<file path="src/sv/sem_pkg.sv">
package sem_pkg;

  localparam int MOP_W = 4;
  localparam int CFG_IDX_W = 3;
  localparam int CFG_DATA_W = 32;
  localparam int IN_DATA_W = 80;
  localparam int IN_USER_W = 3;
  localparam int OUT_DATA_W = 64;

  typedef logic [MOP_W-1:0] mop_t;

  // multiplier operations
  localparam mop_t MOP_NONE  = 4'd0;
  localparam mop_t MOP_L_END = 4'd1;
  localparam mop_t MOP_R_END = 4'd2;
  localparam mop_t MOP_L_AE  = 4'd3;
  localparam mop_t MOP_L_AS  = 4'd4;
  localparam mop_t MOP_R_AE  = 4'd5;
  localparam mop_t MOP_R_AS  = 4'd6;
  localparam mop_t MOP_G_MR  = 4'd7;
  localparam mop_t MOP_G_ML  = 4'd8;
  localparam mop_t MOP_G_AR  = 4'd9;
  localparam mop_t MOP_G_AL  = 4'd10;
  localparam mop_t MOP_M_MR  = 4'd11;
  localparam mop_t MOP_M_ML  = 4'd12;
  localparam mop_t MOP_M_AR  = 4'd13;
  localparam mop_t MOP_M_AL  = 4'd14;

  // configuration register indexes
  localparam logic [CFG_IDX_W-1:0] CFG_LEFT_START  = 3'd0;
  localparam logic [CFG_IDX_W-1:0] CFG_RIGHT_START = 3'd1;
  localparam logic [CFG_IDX_W-1:0] CFG_LEFT_RATE   = 3'd2;
  localparam logic [CFG_IDX_W-1:0] CFG_RIGHT_RATE  = 3'd3;
  localparam logic [CFG_IDX_W-1:0] CFG_LEFT_TGT    = 3'd4;
  localparam logic [CFG_IDX_W-1:0] CFG_RIGHT_TGT   = 3'd5;
  localparam logic [CFG_IDX_W-1:0] CFG_WET_GAIN    = 3'd6;
  localparam logic [CFG_IDX_W-1:0] CFG_DRY_GAIN    = 3'd7;

  localparam logic [31:0] Q15_ROUND = 32'h0000_4000;

  typedef struct packed {
    logic capture;
    logic grp;
    logic env;
    logic out_ld;
    mop_t mop;
  } cmd_t;

  typedef struct packed {
    logic in_first;
    logic in_init;
    logic gpos_zero;
    logic out_busy;
  } sts_t;

endpackage

</file>
<file path="src/sv/sem_ctrl.sv">
module sem_ctrl (
  input  logic          clk,
  input  logic          rst_n,
  input  logic          in_tvalid,
  output logic          in_tready,
  input  sem_pkg::sts_t sts,
  output sem_pkg::cmd_t cmd
);

  localparam logic [4:0] S_IDLE  = 5'd0;
  localparam logic [4:0] S_INIT0 = 5'd1;
  localparam logic [4:0] S_INIT1 = 5'd2;
  localparam logic [4:0] S_INIT2 = 5'd3;
  localparam logic [4:0] S_GRP   = 5'd4;
  localparam logic [4:0] S_RMP0  = 5'd5;
  localparam logic [4:0] S_RMP1  = 5'd6;
  localparam logic [4:0] S_RMP2  = 5'd7;
  localparam logic [4:0] S_RMP3  = 5'd8;
  localparam logic [4:0] S_ENV   = 5'd9;
  localparam logic [4:0] S_G0    = 5'd10;
  localparam logic [4:0] S_G1    = 5'd11;
  localparam logic [4:0] S_G2    = 5'd12;
  localparam logic [4:0] S_G3    = 5'd13;
  localparam logic [4:0] S_M0    = 5'd14;
  localparam logic [4:0] S_M1    = 5'd15;
  localparam logic [4:0] S_M2    = 5'd16;
  localparam logic [4:0] S_M3    = 5'd17;
  localparam logic [4:0] S_LAST  = 5'd18;
  localparam logic [4:0] S_OUT   = 5'd19;

  logic [4:0] state_r;
  logic [4:0] state_nxt;

  always_comb begin
    state_nxt = state_r;
    cmd       = '0;
    in_tready = 1'b0;
    unique case (state_r)
      S_IDLE: begin
        in_tready = 1'b1;
        if (in_tvalid) begin
          cmd.capture = 1'b1;
          state_nxt   = (sts.in_first && sts.in_init) ? S_INIT0 : S_GRP;
        end
      end
      S_INIT0: begin
        cmd.mop   = sem_pkg::MOP_L_END;
        state_nxt = S_INIT1;
      end
      S_INIT1: begin
        cmd.mop   = sem_pkg::MOP_R_END;
        state_nxt = S_INIT2;
      end
      S_INIT2: state_nxt = S_GRP;
      S_GRP: begin
        if (sts.gpos_zero) begin
          cmd.grp   = 1'b1;
          state_nxt = S_RMP0;
        end else begin
          state_nxt = S_ENV;
        end
      end
      S_RMP0: begin
        cmd.mop   = sem_pkg::MOP_L_AE;
        state_nxt = S_RMP1;
      end
      S_RMP1: begin
        cmd.mop   = sem_pkg::MOP_L_AS;
        state_nxt = S_RMP2;
      end
      S_RMP2: begin
        cmd.mop   = sem_pkg::MOP_R_AE;
        state_nxt = S_RMP3;
      end
      S_RMP3: begin
        cmd.mop   = sem_pkg::MOP_R_AS;
        state_nxt = S_ENV;
      end
      S_ENV: begin
        cmd.env   = 1'b1;
        state_nxt = S_G0;
      end
      S_G0: begin
        cmd.mop   = sem_pkg::MOP_G_MR;
        state_nxt = S_G1;
      end
      S_G1: begin
        cmd.mop   = sem_pkg::MOP_G_ML;
        state_nxt = S_G2;
      end
      S_G2: begin
        cmd.mop   = sem_pkg::MOP_G_AR;
        state_nxt = S_G3;
      end
      S_G3: begin
        cmd.mop   = sem_pkg::MOP_G_AL;
        state_nxt = S_M0;
      end
      S_M0: begin
        cmd.mop   = sem_pkg::MOP_M_MR;
        state_nxt = S_M1;
      end
      S_M1: begin
        cmd.mop   = sem_pkg::MOP_M_ML;
        state_nxt = S_M2;
      end
      S_M2: begin
        cmd.mop   = sem_pkg::MOP_M_AR;
        state_nxt = S_M3;
      end
      S_M3: begin
        cmd.mop   = sem_pkg::MOP_M_AL;
        state_nxt = S_LAST;
      end
      S_LAST: state_nxt = S_OUT;
      S_OUT: begin
        if (!sts.out_busy) begin
          cmd.out_ld = 1'b1;
          state_nxt  = S_IDLE;
        end
      end
      default: state_nxt = S_IDLE;
    endcase
  end

  always_ff @(posedge clk) begin
    if (!rst_n) begin
      state_r <= S_IDLE;
    end else begin
      state_r <= state_nxt;
    end
  end

endmodule

</file>
<file path="src/sv/sem_datapath.sv">
module sem_datapath (
  input  logic                               clk,
  input  logic                               rst_n,
  input  sem_pkg::cmd_t                      cmd,
  output sem_pkg::sts_t                      sts,
  input  logic                               cfg_we,
  input  logic [sem_pkg::CFG_IDX_W-1:0]      cfg_index,
  input  logic [sem_pkg::CFG_DATA_W-1:0]     cfg_wdata,
  input  logic [sem_pkg::IN_DATA_W-1:0]      in_tdata,
  input  logic [sem_pkg::IN_USER_W-1:0]      in_tuser,
  output logic                               out_tvalid,
  input  logic                               out_tready,
  output logic [sem_pkg::OUT_DATA_W-1:0]     out_tdata
);

  logic [15:0] lsv_r, rsv_r, ltgt_r, rtgt_r, wet_gain_r, dry_gain_r;
  logic [31:0] lrate_r, rrate_r;

  logic [15:0] wet_level_r, dry_level_r;
  logic [31:0] goal_left_r, goal_right_r, ramp_left_r, ramp_right_r;
  logic [31:0] as_left_r, ae_left_r, as_right_r, ae_right_r;
  logic [31:0] acc_left_r, acc_right_r, stp_left_r, stp_right_r;
  logic        upd_left_r, upd_right_r;
  logic [2:0]  gpos_r;

  logic [15:0] smp_r, mr_r, ml_r, ar_r, al_r;
  logic        aux_r;
  logic [15:0] lvl_left_r, lvl_right_r;
  logic [15:0] g_mr_r, g_ml_r, g_ar_r, g_al_r;
  logic [15:0] res_mr_r, res_ml_r, res_ar_r, res_al_r;

  logic [31:0] mul_a, mul_b;
  logic [63:0] prod_r;
  sem_pkg::mop_t op_r;
  logic [31:0] rnd;
  logic [31:0] ramp_res;

  logic [31:0] acc_left_sum, acc_right_sum;
  logic        clamp_left, clamp_right;
  logic [31:0] acc_left_nxt, acc_right_nxt;

  logic        out_valid_r;
  logic [63:0] out_data_r;

  function automatic logic clamp_fn(input logic [31:0] sum, input logic [31:0] stp,
                                    input logic [31:0] goal);
    logic neg_or_zero;
    neg_or_zero = stp[31] || (stp == 32'd0);
    return (neg_or_zero && ($signed(sum) < $signed(goal))) ||
           (!neg_or_zero && ($signed(sum) > $signed(goal)));
  endfunction

  function automatic logic [15:0] mix_sat(input logic [15:0] bus, input logic [16:0] q);
    logic signed [17:0] sum;
    sum = $signed({{2{bus[15]}}, bus}) + $signed({q[16], q});
    if (sum > 18'sd32767) begin
      return 16'h7fff;
    end else if (sum < -18'sd32768) begin
      return 16'h8000;
    end
    return sum[15:0];
  endfunction

  assign sts.in_first  = in_tuser[0];
  assign sts.in_init   = in_tuser[1];
  assign sts.gpos_zero = (gpos_r == 3'd0);
  assign sts.out_busy  = out_valid_r && !out_tready;

  assign out_tvalid = out_valid_r;
  assign out_tdata  = out_data_r;

  always_comb begin
    mul_a = '0;
    mul_b = '0;
    unique case (cmd.mop)
      sem_pkg::MOP_L_END: begin
        mul_a = {{16{lsv_r[15]}}, lsv_r};
        mul_b = lrate_r;
      end
      sem_pkg::MOP_R_END: begin
        mul_a = {{16{rsv_r[15]}}, rsv_r};
        mul_b = rrate_r;
      end
      sem_pkg::MOP_L_AE: begin
        mul_a = ae_left_r;
        mul_b = ramp_left_r;
      end
      sem_pkg::MOP_L_AS: begin
        mul_a = as_left_r;
        mul_b = ramp_left_r;
      end
      sem_pkg::MOP_R_AE: begin
        mul_a = ae_right_r;
        mul_b = ramp_right_r;
      end
      sem_pkg::MOP_R_AS: begin
        mul_a = as_right_r;
        mul_b = ramp_right_r;
      end
      sem_pkg::MOP_G_MR: begin
        mul_a = {{16{dry_level_r[15]}}, dry_level_r};
        mul_b = {{16{lvl_right_r[15]}}, lvl_right_r};
      end
      sem_pkg::MOP_G_ML: begin
        mul_a = {{16{dry_level_r[15]}}, dry_level_r};
        mul_b = {{16{lvl_left_r[15]}}, lvl_left_r};
      end
      sem_pkg::MOP_G_AR: begin
        mul_a = {{16{wet_level_r[15]}}, wet_level_r};
        mul_b = {{16{lvl_right_r[15]}}, lvl_right_r};
      end
      sem_pkg::MOP_G_AL: begin
        mul_a = {{16{wet_level_r[15]}}, wet_level_r};
        mul_b = {{16{lvl_left_r[15]}}, lvl_left_r};
      end
      sem_pkg::MOP_M_MR: begin
        mul_a = {{16{smp_r[15]}}, smp_r};
        mul_b = {{16{g_mr_r[15]}}, g_mr_r};
      end
      sem_pkg::MOP_M_ML: begin
        mul_a = {{16{smp_r[15]}}, smp_r};
        mul_b = {{16{g_ml_r[15]}}, g_ml_r};
      end
      sem_pkg::MOP_M_AR: begin
        mul_a = {{16{smp_r[15]}}, smp_r};
        mul_b = {{16{g_ar_r[15]}}, g_ar_r};
      end
      sem_pkg::MOP_M_AL: begin
        mul_a = {{16{smp_r[15]}}, smp_r};
        mul_b = {{16{g_al_r[15]}}, g_al_r};
      end
      default: begin
        mul_a = '0;
        mul_b = '0;
      end
    endcase
  end

  assign rnd      = prod_r[31:0] + sem_pkg::Q15_ROUND;
  assign ramp_res = prod_r[47:16];

  assign acc_left_sum  = acc_left_r + stp_left_r;
  assign acc_right_sum = acc_right_r + stp_right_r;
  assign clamp_left    = clamp_fn(acc_left_sum, stp_left_r, goal_left_r);
  assign clamp_right   = clamp_fn(acc_right_sum, stp_right_r, goal_right_r);
  assign acc_left_nxt  = clamp_left ? goal_left_r : acc_left_sum;
  assign acc_right_nxt = clamp_right ? goal_right_r : acc_right_sum;

  always_ff @(posedge clk) begin
    prod_r <= $signed(mul_a) * $signed(mul_b);
    if (!rst_n) begin
      op_r <= sem_pkg::MOP_NONE;
    end else begin
      op_r <= cmd.mop;
    end
  end

  always_ff @(posedge clk) begin
    if (!rst_n) begin
      lsv_r      <= '0;
      rsv_r      <= '0;
      lrate_r    <= '0;
      rrate_r    <= '0;
      ltgt_r     <= '0;
      rtgt_r     <= '0;
      wet_gain_r <= '0;
      dry_gain_r <= '0;
    end else if (cfg_we) begin
      unique case (cfg_index)
        sem_pkg::CFG_LEFT_START:  lsv_r      <= cfg_wdata[15:0];
        sem_pkg::CFG_RIGHT_START: rsv_r      <= cfg_wdata[15:0];
        sem_pkg::CFG_LEFT_RATE:   lrate_r    <= cfg_wdata;
        sem_pkg::CFG_RIGHT_RATE:  rrate_r    <= cfg_wdata;
        sem_pkg::CFG_LEFT_TGT:    ltgt_r     <= cfg_wdata[15:0];
        sem_pkg::CFG_RIGHT_TGT:   rtgt_r     <= cfg_wdata[15:0];
        sem_pkg::CFG_WET_GAIN:    wet_gain_r <= cfg_wdata[15:0];
        sem_pkg::CFG_DRY_GAIN:    dry_gain_r <= cfg_wdata[15:0];
        default: ;
      endcase
    end
  end

  always_ff @(posedge clk) begin
    if (cmd.capture) begin
      smp_r <= in_tdata[15:0];
      mr_r  <= in_tdata[31:16];
      ml_r  <= in_tdata[47:32];
      ar_r  <= in_tdata[63:48];
      al_r  <= in_tdata[79:64];
      aux_r <= in_tuser[2];
    end
  end

  always_ff @(posedge clk) begin
    if (!rst_n) begin
      wet_level_r  <= '0;
      dry_level_r  <= '0;
      goal_left_r  <= '0;
      goal_right_r <= '0;
      ramp_left_r  <= '0;
      ramp_right_r <= '0;
      as_left_r    <= '0;
      ae_left_r    <= '0;
      as_right_r   <= '0;
      ae_right_r   <= '0;
      acc_left_r   <= '0;
      acc_right_r  <= '0;
      stp_left_r   <= '0;
      stp_right_r  <= '0;
      upd_left_r   <= 1'b0;
      upd_right_r  <= 1'b0;
      gpos_r       <= '0;
      lvl_left_r   <= '0;
      lvl_right_r  <= '0;
    end else begin
      if (cmd.capture && in_tuser[0]) begin
        gpos_r <= '0;
        if (in_tuser[1]) begin
          wet_level_r  <= wet_gain_r;
          dry_level_r  <= dry_gain_r;
          goal_left_r  <= {ltgt_r, 16'h0000};
          goal_right_r <= {rtgt_r, 16'h0000};
          as_left_r    <= {lsv_r, 16'h0000};
          as_right_r   <= {rsv_r, 16'h0000};
          ramp_left_r  <= lrate_r;
          ramp_right_r <= rrate_r;
        end
      end

      if (cmd.grp) begin
        upd_left_r  <= (as_left_r != goal_left_r);
        upd_right_r <= (as_right_r != goal_right_r);
        if (as_left_r != goal_left_r) begin
          stp_left_r <= $unsigned($signed(ae_left_r - as_left_r) >>> 3);
          acc_left_r <= as_left_r;
        end else begin
          stp_left_r <= '0;
          acc_left_r <= goal_left_r;
        end
        if (as_right_r != goal_right_r) begin
          stp_right_r <= $unsigned($signed(ae_right_r - as_right_r) >>> 3);
          acc_right_r <= as_right_r;
        end else begin
          stp_right_r <= '0;
          acc_right_r <= goal_right_r;
        end
      end

      // clamp to goal takes priority over a ramp write-back in the same cycle
      unique case (op_r)
        sem_pkg::MOP_L_END: ae_left_r  <= prod_r[31:0];
        sem_pkg::MOP_R_END: ae_right_r <= prod_r[31:0];
        sem_pkg::MOP_L_AE: if (upd_left_r) ae_left_r <= ramp_res;
        sem_pkg::MOP_L_AS: if (upd_left_r) as_left_r <= ramp_res;
        sem_pkg::MOP_R_AE: if (upd_right_r) ae_right_r <= ramp_res;
        sem_pkg::MOP_R_AS: if (upd_right_r && !(cmd.env && clamp_right)) as_right_r <= ramp_res;
        default: ;
      endcase

      if (cmd.env) begin
        acc_left_r  <= acc_left_nxt;
        acc_right_r <= acc_right_nxt;
        lvl_left_r  <= acc_left_nxt[31:16];
        lvl_right_r <= acc_right_nxt[31:16];
        gpos_r      <= gpos_r + 3'd1;
        if (clamp_left) begin
          as_left_r <= goal_left_r;
        end
        if (clamp_right) begin
          as_right_r <= goal_right_r;
        end
      end
    end
  end

  always_ff @(posedge clk) begin
    unique case (op_r)
      sem_pkg::MOP_G_MR: g_mr_r <= rnd[30:15];
      sem_pkg::MOP_G_ML: g_ml_r <= rnd[30:15];
      sem_pkg::MOP_G_AR: g_ar_r <= rnd[30:15];
      sem_pkg::MOP_G_AL: g_al_r <= rnd[30:15];
      sem_pkg::MOP_M_MR: res_mr_r <= mix_sat(mr_r, rnd[31:15]);
      sem_pkg::MOP_M_ML: res_ml_r <= mix_sat(ml_r, rnd[31:15]);
      sem_pkg::MOP_M_AR: res_ar_r <= aux_r ? mix_sat(ar_r, rnd[31:15]) : ar_r;
      sem_pkg::MOP_M_AL: res_al_r <= aux_r ? mix_sat(al_r, rnd[31:15]) : al_r;
      default: ;
    endcase
  end

  always_ff @(posedge clk) begin
    if (!rst_n) begin
      out_valid_r <= 1'b0;
    end else if (cmd.out_ld) begin
      out_valid_r <= 1'b1;
    end else if (out_tready) begin
      out_valid_r <= 1'b0;
    end
  end

  always_ff @(posedge clk) begin
    if (cmd.out_ld) begin
      out_data_r <= {res_al_r, res_ar_r, res_ml_r, res_mr_r};
    end
  end

endmodule

</file>
<file path="src/sv/stereo_envelope_mixer.sv">
// channel  | group                          | role
// in_      | tvalid/tready/tdata/tuser      | sample and four bus values
// out_     | tvalid/tready/tdata            | four mixed bus values
// cfg_     | we/index/wdata                 | envelope and gain registers
//
// A transaction runs longer at the start of each eight-sample group and with an
// envelope init; a single shared 32x32 multiplier does all products.
// rst_n is synchronous, active low, and clears the envelope and config registers.
// A result waits in the output register while the next transaction is taken.
// With the output register still full, the block holds before its last step.
module stereo_envelope_mixer (
  input  logic                               clk,
  input  logic                               rst_n,
  input  logic                               cfg_we,
  input  logic [sem_pkg::CFG_IDX_W-1:0]      cfg_index,
  input  logic [sem_pkg::CFG_DATA_W-1:0]     cfg_wdata,
  input  logic                               in_tvalid,
  output logic                               in_tready,
  // sample_in, main_right_in, main_left_in, aux_right_in, aux_left_in
  input  logic [sem_pkg::IN_DATA_W-1:0]      in_tdata,
  // first_of_command, init_envelope, aux_enable
  input  logic [sem_pkg::IN_USER_W-1:0]      in_tuser,
  output logic                               out_tvalid,
  input  logic                               out_tready,
  // main_right_out, main_left_out, aux_right_out, aux_left_out
  output logic [sem_pkg::OUT_DATA_W-1:0]     out_tdata
);

  sem_pkg::cmd_t cmd;
  sem_pkg::sts_t sts;

  sem_ctrl u_ctrl (
    .clk       (clk),
    .rst_n     (rst_n),
    .in_tvalid (in_tvalid),
    .in_tready (in_tready),
    .sts       (sts),
    .cmd       (cmd)
  );

  sem_datapath u_dp (
    .clk        (clk),
    .rst_n      (rst_n),
    .cmd        (cmd),
    .sts        (sts),
    .cfg_we     (cfg_we),
    .cfg_index  (cfg_index),
    .cfg_wdata  (cfg_wdata),
    .in_tdata   (in_tdata),
    .in_tuser   (in_tuser),
    .out_tvalid (out_tvalid),
    .out_tready (out_tready),
    .out_tdata  (out_tdata)
  );

endmodule

</file>
<file path="config.mk">
export PLATFORM = sky130hd
export DESIGN_NAME = stereo_envelope_mixer
export DESIGN_NICKNAME = d
export VERILOG_FILES = /design/src/sv/sem_pkg.sv /design/src/sv/sem_ctrl.sv /design/src/sv/sem_datapath.sv /design/src/sv/stereo_envelope_mixer.sv
export SDC_FILE = /design/constraint.sdc
export NUM_CORES = 2
export LEC_CHECK = 0
export ABC_AREA = 1
export BUFFER_PORTS_ARGS = -buffer_cell sky130_fd_sc_hd__buf_4
export CELL_PAD_IN_SITES_DETAIL_PLACEMENT = 1
export CELL_PAD_IN_SITES_GLOBAL_PLACEMENT = 1
export CORE_MARGIN = 3
export CORE_UTILIZATION = 50
export CTS_BUF_LIST = sky130_fd_sc_hd__clkbuf_4 sky130_fd_sc_hd__clkbuf_8 sky130_fd_sc_hd__clkbuf_16
export DETAILED_ROUTE_END_ITERATION = 8
export PLACE_DENSITY = 0.87
export SLEW_MARGIN = 20
export SYNTH_ARGS = -nofsm -noshare
export SYNTH_HDL_FRONTEND = slang
export SYNTH_HIERARCHICAL = 1
export SYNTH_SLANG_ARGS = --single-unit
</file>
<file path="constraint.sdc">
create_clock -name clk -period 26.6 [get_ports clk]
set_input_delay 3.99 -clock clk [delete_from_list [all_inputs] [get_ports clk]]
set_output_delay 3.99 -clock clk [all_outputs]
set_load 0.05 [all_outputs]
</file>
==> flow_summary_export.csv <==
group,metric,value,unit
clock_network,cts-root-buf,"clkbuf_16",
clock_network,worst_skew_pair.late_latency,0.78,ns
critical_path,cp.arrival,13.44,ns
logic_synthesis,synthCells,9870,
critical_path,critical_path.max_stage_delay,0.97,ns
critical_path,crit_top_cell,"inv_1",
critical_path,flop2flop_setup_slack,13.77,ns
logic_synthesis,ys_ff_latch,906,
clock_network,postCtsResizedCells,0,
drt,drcViolationCount,0,
global_routing,remaining_global_route_overflow,0,
sta,finalClockSkew,0.0777,ns
sta,clock.fmax,77.9,MHz
global_routing,grt_start_max_net_pins,175,
clock_network,cts_setup_buffers,0,
logic_synthesis,yosysWarningCount,6,
pwr,peakVddDrop,0.163,mV
logic_synthesis,syn-num-nets,11200,
floorplan,floorplan.core_area,0.152,mm2
critical_path,cp-end-kind,"flip-flop",
logic_synthesis,ys_async_sr_fraction,0,%
logic_synthesis,synthDistinctLibCells,64,
critical_path,cp_slowest_cell,"inv_2",
logic_synthesis,synth_enable_flop_cells,273,
logic_synthesis,synthesis.area,0.0770,mm2
clock_network,tritoncts_clock_tree,"built",
critical_path,worst_ep_required_time,27.21,ns
floorplan,die_h,398,um
final_layout,final_area,0.0840,mm2
floorplan,floorplan.io_pins,189,
run_status,outcome,"finished clean",
clock_network,clock_path_buffers,3,
drt,via_count,73100,
drt,finalWirelength,336000,um
floorplan,floorplan.rows,143,
pwr,leakage,40.4,nW
placed_design,gp_congestion,1.02,
sta,finalSetupTns,0,ns
critical_path,path_buf_inv,11,
floorplan,x_dimension_of_the_die,398,um
logic_synthesis,yosysSeqAreaShare,27.1,%
drt,drt-initial-drc-count,7930,
global_routing,grt_antenna_before_repair,25,
pwr,cellPowerDensity,70.0,mW/mm2
global_routing,number_of_global_route_vias_before_repair,77900,
drt,ant_nets,0,
sta,slew_violations,0,
drt,vias_per_cell,6.10,
placed_design,postPlaceCellArea,0.0804,mm2
placed_design,io_buffers,188,
global_routing,wire_length_of_the_first_global_routing_pass,493000,um
sta,grt_setup_unrepaired,"false",
logic_synthesis,syn-mean-instance-area,7.80,um2
critical_path,worstSetupStartpointType,"flip-flop",
floorplan,fp.dieArea,0.159,mm2
logic_synthesis,synth_top_area_cell,"fa_1",
floorplan,start_util,50.5,%
clock_network,cts-buffers-inserted,99,
drt,drt_pre_antenna_iters,6,
logic_synthesis,synth_most_common_cell,"nand2_1",
placed_design,detailed_place_hpwl,255000,um
logic_synthesis,yosys_most_used_dff,"dfxtp_1",
sta,slew-limit-headroom,15.8,%
clock_network,cts_hold_buf,0,
sta,timing_hold_violations_final,0,
clock_network,clk_pin_slew_worst_paths,0.07,ns
clock_network,h_tree_depth_reported_by_cts,3,
logic_synthesis,synth_cell_count_leaders,"2071 x nand2_1, 1792 x inv_1, 906 x nor2_1, 845 x fa_1, 753 x a21oi_1",
final_layout,drive_above_1_share,6.38,%
sta,finalCriticalPeriod,12.83,ns
final_layout,final_net_count,11200,
critical_path,crit_family,"adder cells",
sta,final.period_utilization,48.2,%
sta,setup_viol_count_final,0,
global_routing,track_usage,41.9,%
drt,route.detailed.wl_per_inst,28.1,um
run,max_cap_viol_count,0,
critical_path,critical_path.max_fanout,32,
worst_hold_path,hold_path_class,"flip-flop to flip-flop",
clock_network,cts_num_sinks,906,
logic_synthesis,post_synth_main_area_contributors,"fa_1 22%, dfxtp_1 16%, edfxtp_1 11%",
final_layout,synthToLayoutAreaGrowth,9.10,%
logic_synthesis,synth.top_cell.area_share,22.0,%
critical_path,worstSetupPathType,"flip-flop to flip-flop",
sta,tightestPinTransition,1.25,ns
-- power breakdown --
group	switching, W	total, W	internal, W	leakage, nW
clock network	0.000648	0.00149	0.000843	1.73
registers	0.000193	0.00181	0.00162	7.64
logic	0.00185	0.00257	0.000724	31.0
-- cells in the final DEF, fill, tap and decap left out, types with 15 or more instances in the layout --
cell type	n
a211oi_1	32
a21o_1	23
a21oi_1	750
a221oi_1	15
a22o_1	15
a31oi_1	38
buf_4	321
clkbuf_16	101
clkbuf_4	18
clkbuf_8	15
clkinv_2	18
dfxtp_1	633
diode_2	19
edfxtp_1	273
fa_1	845
ha_1	392
inv_1	1788
inv_2	31
nand2_1	2069
nand2_2	20
nand3_1	334
nand3b_1	17
nand4_1	58
nor2_1	895
nor2_2	18
nor3_1	49
nor4_1	35
o2111ai_1	15
o211ai_1	46
o21ai_0	601
o22ai_1	48
o31ai_1	23
xnor2_1	69
xor2_1	138
-- sequential cells by signal (all words and copies together), names as in the netlist, 32 cells and up --
register	cells
u_dp/out_tdata	64
u_dp/ramp_left_r	32
u_dp/prod_r	48
u_dp/ramp_right_r	32
u_dp/acc_right_r	32
u_dp/rrate_r	32
u_dp/ae_right_r	32
u_dp/ae_left_r	32
u_dp/lrate_r	32
u_dp/as_right_r	32
u_dp/acc_left_r	32
u_dp/as_left_r	32
-- cells by family after synthesis --
family / after synthesis / synth area share [%]
AOI/OAI and AO/OA: 1692 / 12.1
and+or+nand+nor: 3564 / 18.9
DFF: 906 / 27.1
xor gates and xnor gates: 207 / 2.36
adders and majority gates: 1237 / 28.4
buffers and inverters: 2264 / 11.2
-- through the flow --
step / setup WS, ns / total power [W] / utilization [%] / hold slack [ns] / instances
5_1_grt: 13.37 / 0.00615 / 55.1 / 0.427 / 12000
3_3_place_gp: 14.25 / 0.00416 / 52.7 / 0.403 / 11800
6_report: 13.77 / 0.00587 / 55.1 / 0.415 / 12000
2_1_floorplan: 17.55 / 0.00338 / - / 0.400 / 9870
4_1_cts: 14.22 / 0.00578 / 55.0 / 0.407 / 12000
3_5_place_dp: 14.29 / 0.00427 / 52.7 / 0.406 / 11800
-- worst paths after layout --
path,endpoint,from,depth (start not counted)
max,u_dp/prod_r[43],u_ctrl/state_r[2],40
min,u_dp/out_tdata[55],u_dp/res_al_r[7],0
max reg2reg,u_dp/prod_r[43],u_ctrl/state_r[2],40
min reg2reg,u_dp/out_tdata[55],u_dp/res_al_r[7],0
-- routing by layer --
metal  wire length [um]  GRT usage, %  part of all wire, %
met3              34600          9.23                   10
met4              27500          28.3                  8.2
met1             124000          51.6                   37
met5                142         0.308                0.042
met2             151000          65.9                   45
-- final cells by class --
type / instances / area, um2
Fill cell: 18800 / 68500
Clock buffer: 133 / 2860
Antenna cell: 19 / 47.5
Sequential cell: 906 / 20900
Inverter: 1824 / 6850
Multi-Input combinational cell: 6700 / 47700
Clock inverter: 53 / 642
Timing Repair Buffer: 323 / 2440
Tap cell: 2030 / 2540
(Power assumes the default switching activity.)
